$ cat src/cba_pkg.sv
// Package for the contiguous block allocator: sizes, op and status codes,
// and the controller to datapath command and status structs. No dependencies.
`timescale 1ns / 1ps
package cba_pkg;
  localparam int MaxBlocks = 128;
  localparam int BW = $clog2(MaxBlocks);
  localparam int CW = BW + 1;

  localparam logic [1:0] OP_CREATE = 2'd0;
  localparam logic [1:0] OP_DELETE = 2'd1;
  localparam logic [1:0] OP_RDBLK  = 2'd2;
  localparam logic [1:0] OP_RDDIR  = 2'd3;

  localparam logic [2:0] ST_OK       = 3'd0;
  localparam logic [2:0] ST_NOSPACE  = 3'd1;
  localparam logic [2:0] ST_NOTFOUND = 3'd2;
  localparam logic [2:0] ST_BADSIZE  = 3'd3;
  localparam logic [2:0] ST_FULL     = 3'd4;
  localparam logic [2:0] ST_RANGE    = 3'd5;

  typedef struct packed {
    logic load;       // latch the request and clear the scan state
    logic scan_step;  // first-fit: look at one block
    logic mark_init;  // point at the first block of the run to free
    logic mark_step;  // write one block of the run
    logic mark_val;   // value written to the free map
    logic find_step;  // delete: compare one entry
    logic shift_step; // move one directory entry down
    logic dir_read;   // read entry at index for op 3
    logic append;     // write new entry at the directory end
    logic dec_count;
    logic set_result; // capture the output beat
    logic [2:0] status;
  } cba_cmd_t;

  typedef struct packed {
    logic [1:0] op;
    logic size_zero;
    logic dir_full;
    logic scan_done;  // scan reached block count without fit
    logic fit;        // run found at the current block
    logic mark_done;  // last block of run written this step
    logic find_done;  // no more entries to compare
    logic match;
    logic shift_done;
    logic idx_ok;
  } cba_stat_t;
endpackage

$ cat src/cba_ctrl.sv
// Controller of the contiguous block allocator: sequences scan, mark, find
// and shift steps and the output handshake. Uses cba_pkg.
`timescale 1ns / 1ps
module cba_ctrl (
  input  logic clk,
  input  logic rst_n,
  input  logic in_fire,
  output logic in_ready,
  output logic out_valid,
  input  logic out_ready,
  input  cba_pkg::cba_stat_t stat,
  output cba_pkg::cba_cmd_t cmd
);
  localparam logic [3:0] S_IDLE  = 4'd0;
  localparam logic [3:0] S_DISP  = 4'd1;
  localparam logic [3:0] S_SCAN  = 4'd2;
  localparam logic [3:0] S_MARK  = 4'd3;
  localparam logic [3:0] S_FIND  = 4'd4;
  localparam logic [3:0] S_SHIFT = 4'd5;
  localparam logic [3:0] S_FREE  = 4'd6;
  localparam logic [3:0] S_READ  = 4'd7;
  localparam logic [3:0] S_OUT   = 4'd8;
  localparam logic [3:0] S_WAIT  = 4'd9;
  localparam logic [3:0] S_FWAIT = 4'd10;
  localparam logic [3:0] S_SWAIT = 4'd11;

  logic [3:0] state_r, state_nxt;
  logic       ov_r, ov_nxt;

  // New item waits until the previous result leaves.
  assign in_ready  = (state_r == S_IDLE) && !ov_r;
  assign out_valid = ov_r;

  always_comb begin
    cmd = '0;
    cmd.load = in_fire;
    state_nxt = state_r;
    ov_nxt = ov_r && !out_ready;
    case (state_r)
      S_IDLE: if (in_fire) state_nxt = S_DISP;
      S_DISP: begin
        case (stat.op)
          cba_pkg::OP_CREATE: begin
            if (stat.size_zero) begin
              cmd.set_result = 1'b1; cmd.status = cba_pkg::ST_BADSIZE; state_nxt = S_OUT;
            end else if (stat.dir_full) begin
              cmd.set_result = 1'b1; cmd.status = cba_pkg::ST_FULL; state_nxt = S_OUT;
            end else state_nxt = S_SCAN;
          end
          cba_pkg::OP_DELETE: state_nxt = S_FIND;
          cba_pkg::OP_RDBLK: begin
            cmd.set_result = 1'b1;
            cmd.status = stat.idx_ok ? cba_pkg::ST_OK : cba_pkg::ST_RANGE;
            state_nxt = S_OUT;
          end
          default: begin
            if (stat.idx_ok) state_nxt = S_READ;
            else begin
              cmd.set_result = 1'b1; cmd.status = cba_pkg::ST_RANGE; state_nxt = S_OUT;
            end
          end
        endcase
      end
      S_READ: begin
        cmd.dir_read = 1'b1; state_nxt = S_WAIT;
      end
      S_WAIT: begin
        cmd.set_result = 1'b1; cmd.status = cba_pkg::ST_OK; state_nxt = S_OUT;
      end
      S_SCAN: begin
        if (stat.scan_done) begin
          cmd.set_result = 1'b1; cmd.status = cba_pkg::ST_NOSPACE; state_nxt = S_OUT;
        end else begin
          cmd.scan_step = 1'b1;
          if (stat.fit) state_nxt = S_MARK;
        end
      end
      S_MARK: begin
        cmd.mark_step = 1'b1;
        cmd.mark_val = (stat.op == cba_pkg::OP_DELETE);
        if (stat.mark_done) begin
          cmd.set_result = 1'b1; cmd.status = cba_pkg::ST_OK;
          if (stat.op == cba_pkg::OP_DELETE) cmd.dec_count = 1'b1;
          else cmd.append = 1'b1;
          state_nxt = S_OUT;
        end
      end
      S_FIND: begin
        if (stat.find_done) begin
          cmd.set_result = 1'b1; cmd.status = cba_pkg::ST_NOTFOUND; state_nxt = S_OUT;
        end else begin
          cmd.find_step = 1'b1;
          if (stat.match) state_nxt = S_FWAIT;
        end
      end
      S_FWAIT: state_nxt = S_SHIFT; // read data for the next entry settles
      S_SHIFT: begin
        if (stat.shift_done) state_nxt = S_FREE;
        else begin
          cmd.shift_step = 1'b1;
          state_nxt = S_SWAIT;
        end
      end
      S_SWAIT: state_nxt = S_SHIFT;
      S_FREE: begin
        cmd.mark_init = 1'b1; state_nxt = S_MARK;
      end
      S_OUT: begin
        ov_nxt = 1'b1; state_nxt = S_IDLE;
      end
      default: state_nxt = S_IDLE;
    endcase
  end

  always_ff @(posedge clk) begin
    if (!rst_n) begin
      state_r <= S_IDLE;
      ov_r    <= 1'b0;
    end else begin
      state_r <= state_nxt;
      ov_r    <= ov_nxt;
    end
  end
endmodule
$ cat config.mk
export PLATFORM = sky130hd
export DESIGN_NAME = cba_ctrl
export DESIGN_NICKNAME = d
export VERILOG_FILES = /design/src/cba_pkg.sv /design/src/cba_ctrl.sv
export SDC_FILE = /design/constraint.sdc
export NUM_CORES = 1
export LEC_CHECK = 0
export BUFFER_PORTS_ARGS = -buffer_cell sky130_fd_sc_hd__buf_2
export CORE_AREA = 2 2 43 45
export CTS_BUF_LIST = sky130_fd_sc_hd__clkbuf_2
export DETAILED_ROUTE_END_ITERATION = 10
export DIE_AREA = 0 0 45 47
export PLACE_DENSITY = 0.66
export SYNTH_ARGS = -nofsm -noshare
export SYNTH_HDL_FRONTEND = slang
export SYNTH_SLANG_ARGS = --single-unit
$ cat constraint.sdc
create_clock -name clk -period 5.7 [get_ports clk]
set_clock_uncertainty 0.1 [all_clocks]
set_input_delay 0.57 -clock clk [delete_from_list [all_inputs] [get_ports clk]]
set_output_delay 0.57 -clock clk [all_outputs]
set_load 0.01 [all_outputs]
* Word level (Yosys, flattened, before mapping)
Index checks and enable logic that the tools add are counted.
Word-level totals: flip-flop bits (word level) 5, input bits 15
Cells by class: muxes and demuxes 34, reductions and logical operators 8, equal/unequal tests 17
Operators by type and width (count):
- 4-bit two-way mux | 15
- 4-bit one-hot mux with 10 select lines | 1
- 4-bit one-hot mux with 3 select lines | 2
- 4-bit one-hot mux with 5 select lines | 1
- 4-bit by 3-bit == test with 1-bit output, second input constant | 4
- 4-bit == test, second input constant | 4
- 1-bit two-way mux | 11
- 4-bit by 2-bit == test with 1-bit output, second input constant | 2
- 6-bit two-way mux | 1
- 3-bit != test, second input constant | 2
- 4-bit by 1-bit == test with 1-bit output, second input constant | 1
- 4-bit zero test | 1
- 2-bit two-way mux | 2
- 2-bit != test, second input constant | 2
- 4-bit AND reduction | 1
- 3-bit two-way mux | 1
- 2-bit by 1-bit == test with 1-bit output, second input constant | 1
- 2-bit == test, second input constant | 1
- 1-bit logical AND | 2
- 1-bit zero test | 2
- 2-bit zero test | 1
- 2-bit OR reduction | 1

* Longest topological paths before layout
word-level depth 4, depth in mapped cells 6

* Least setup slack after synthesis
OpenSTA, ideal clock, no wires.
path kind flip-flop to output port, start point reg state_r[0], end point out cmd[4] (netlist name), path buffers 1, arrival time 1345 ps, setup slack 3685 ps, stages on the path, launching flop included 6, cells stage by stage dfxtp_1 -> buf_6 -> nor2b_1 -> nor2b_1 -> and3b_1 -> and2_1
RTL lines:
- start: declaration | line cba_ctrl.sv:27 | logic [3:0] state_r, state_nxt;
- start signal: assignment | line cba_ctrl.sv:120 | state_r <= state_nxt;
- end: declaration | line cba_ctrl.sv:12 | output cba_pkg::cba_cmd_t cmd

==> metrics.md <==
| Metric | Value |
|---|---|
| Status | `finished, final reports clean` |
| Post-synthesis sequential area ratio | `0.1581` |
| Antenna Nets Post-Route | `0` |
| Leak | `0.0003648 µW` |
| Crit Path Max Fanout | `19` |
| Crit-path leading delay family | `simple AND/OR/NAND/NOR gates` |
| Hold wc startpoint | `out_valid` |
| Register area | `100.1 µm²` |
| Largest net degree at the start of global routing | `20` |
| Row count | `15` |
| Tot GR Track Use | `0.1793` |
| Nets | `133` |
| Pwr/cell area | `271.6 nW/µm²` |
| Buf+Inv Stages, Crit Path | `1` |
| Reg clk slew, reported paths | `0.06 ns` |
| Drt drc | `0` |
| First-pass GRT wire length | `2787 µm` |
| Clock Latency Late Sink | `0.22 ns` |
| Die area | `2115 µm²` |
| Die height | `47 µm` |
| Initial antenna violation count | `0` |
| Final setup TNS | `0 ns` |
| Starting Density | `0.3833` |
| Slew headroom | `0.6379` |
| PostCTS Resize Cnt | `0` |
| Final hold violations | `0` |
| R2r endpoint | `state_r[0]` |
| Fillers | `181` |
| Num ports | `31` |
| Worst R2R Path Depth | `4` |
| Gp weighted congestion | `0.8672` |
| WL/cell | `13.78 µm` |
| Root Driver | `clkbuf_2` |
| Maximum vdd drop | `135.5 µV` |
| Most used cell along the critical path | `nor2b_1` |
| Period utilisation layout | `0.4491` |
| RSZ-0062 raised after global routing | `no` |
| Antenna cells | `0` |
| Detailed placement HPWL | `1437 µm` |
| Core ar. | `1652 µm²` |
| Tmin final | `2.560 ns` |
| Area Overhead vs Synth | `24.90%` |
| Worst path required time | `5.03 ns` |
| Net Count, Synth | `104` |
| Via density | `6.000` |
| Hold WS | `0.5137 ns` |
| Data arrival, critical path | `1.89 ns` |
| Startpoint Class | `flop` |
| R2R Setup Slk | `3.65 ns` |
| Clock Tree Buf Depth | `2` |
| Synthesized area | `633.1 µm²` |
| Hold crit path type | `flop to flop` |
| Worst path max stage delay | `0.66 ns` |
| Setup Crit Path Kind | `flop to output port` |
| Total clock sinks | `5` |
| Yosys cell types | `45` |
| Hold path cells | `3` |
| Cts hold-fix bufs | `0` |
| Via Count | `804` |
| H-tree depth | `1` |
| Area of the multi-input gates | `476.7 µm²` |
| CTS tree | `yes` |
| Routed WL | `1846 µm` |
| Worst-Margin Slew | `0.5424 ns` |
| Gr ovfl total | `0` |
| Hold Path End | `out_valid` |
| Max-slew violations | `0` |
| Share of cells above drive strength 1 | `0.3248` |
| Pwr Total | `214.8 µW` |
| DR iter-0 viols | `31` |
| Syn avg cell area | `7.114 µm²` |
| R2r startpoint | `state_r[2]` |
| Critical path depth | `5` |
| EDFF count, synth | `0` |
| Slowest cell on crit path | `dfxtp_1` |
| Buffers on Ports | `30` |
| Top_reg_cell synth | `dfxtp_1` |
| Highest clock rate | `0.3907 GHz` |
| Final setup vio count | `0` |
| Max-cap viol count | `0` |
| Yosys Warn Count | `0` |
| Synth Register Bits | `5` |
| Drt first pass iters | `4` |
| CP Cell Sequence | `nor2b_1 > nor2b_1 > and3b_1 > and2_1 > buf_2` |
| Die Wd | `45 µm` |
| Ys async rst share | `0` |
| CTS buffer count | `3` |
| Number of global-route vias before repair | `672` |
| Critical path endpoint category | `output port` |
| Syn Inst Count | `89` |
| Setup Buffers After CTS | `0` |
## worst max-delay path by stage
stage / slack [ns] / endpoint / start
4_1_cts: 3.19 / cmd[4] / state_r[0]
6_report: 3.14 / cmd[4] / state_r[0]
3_5_place_dp: 3.43 / cmd[3] / stat[9]
3_3_place_gp: 3.42 / cmd[3] / stat[9]
5_1_grt: 3.00 / cmd[4] / state_r[0]
2_1_floorplan: 3.69 / cmd[4] / state_r[0]
## cells in the final DEF (no fill, tap or decap), types with 2 or more instances in the layout
| master | count |
|---|---|
| buf_2 | 30 |
| nor2_1 | 7 |
| nand2_1 | 7 |
| inv_1 | 5 |
| a21oi_1 | 5 |
| dfxtp_1 | 5 |
| clkbuf_2 | 4 |
| nand2b_1 | 3 |
| or3_1 | 3 |
| nor2b_1 | 3 |
| o21bai_1 | 3 |
| and2_1 | 3 |
| nor3_1 | 2 |
| nor4_1 | 2 |
| nand3b_1 | 2 |
| a31oi_1 | 2 |
| a21boi_1 | 2 |
| o21a_1 | 2 |
| o211ai_1 | 2 |
## kinds of logic (layout without fill, tap and decap cells)
group / after synthesis / count (layout) / synth area share
flip-flops: 5 / 5 / 0.1581
AO/OA/AOI/OAI: 30 / 30 / 0.3557
buffers and inverters: 12 / 40 / 0.08893
AND/OR/NAND/NOR: 42 / 42 / 0.3973
## layout make-up
cell class / instances / area share
Clock buffer: 4 / 0.02532
Sequential cell: 5 / 0.1266
Inverter: 6 / 0.02848
Timing Repair Buffer: 30 / 0.1899
Tap cell: 17 / 0.02690
Multi-Input combinational cell: 72 / 0.6028
## sequential cells by signal, indices dropped and copies added, names as in the netlist
register   cells
out_valid      1
state_r        4
## tightest hold or removal path: stages (launching register included)
cell and delay, ns:
dfxtp_1 0.32, inv_1 0.05, o32ai_1 0.06, and2_1 0.15
## cells in the mapped netlist (2+ instances only)
master | n | share of area
a21boi_1 | 2 | 0.024
nand3b_1 | 2 | 0.024
nor2_1 | 7 | 0.042
a31oi_1 | 2 | 0.020
nand2b_1 | 3 | 0.030
and2_1 | 3 | 0.030
or3_1 | 3 | 0.030
o211ai_1 | 2 | 0.024
nand2_1 | 7 | 0.042
nor2b_1 | 3 | 0.030
o21bai_1 | 3 | 0.036
o21a_1 | 2 | 0.024
dfxtp_1 | 5 | 0.16
nor3_1 | 2 | 0.016
nor4_1 | 2 | 0.020
a21oi_1 | 5 | 0.040
clkbuf_1 | 4 | 0.024
inv_1 | 5 | 0.030
## metal layers
metal | global-route usage | part of all wire | up-vias | wire length, µm
li1 | - | - | 393 | -
met1 | 0.2253 | 0.41 | 364 | 766
met2 | 0.2943 | 0.49 | 47 | 905
met3 | 0.05000 | 0.094 | 0 | 173
met4 | 0.06471 | 0 | 0 | 0
met5 | 0 | 0 | - | 0
## power by group
group / leakage, µW / switching [µW] / internal, µW / total [µW]
combinational: 0.000307 / 59.7 / 55.3 / 115
sequential: 0.0000407 / 24.4 / 41.9 / 66.3
clock: 0.0000166 / 14.9 / 18.6 / 33.5
## stage by stage
| step | worst slack [ns] | util | instances | cell area (µm²) |
|---|---|---|---|---|
| floorplan | 3.685 | - | 89 | 633.1 |
| global placement | 3.419 | 0.4667 | 130 | 770.7 |
| detailed placement | 3.428 | 0.4667 | 130 | 770.7 |
| CTS | 3.189 | 0.4788 | 134 | 790.8 |
| global route | 2.999 | 0.4788 | 134 | 790.8 |
| finish | 3.140 | 0.4788 | 134 | 790.8 |
No activity file was read; power rests on OpenSTA's default activity.
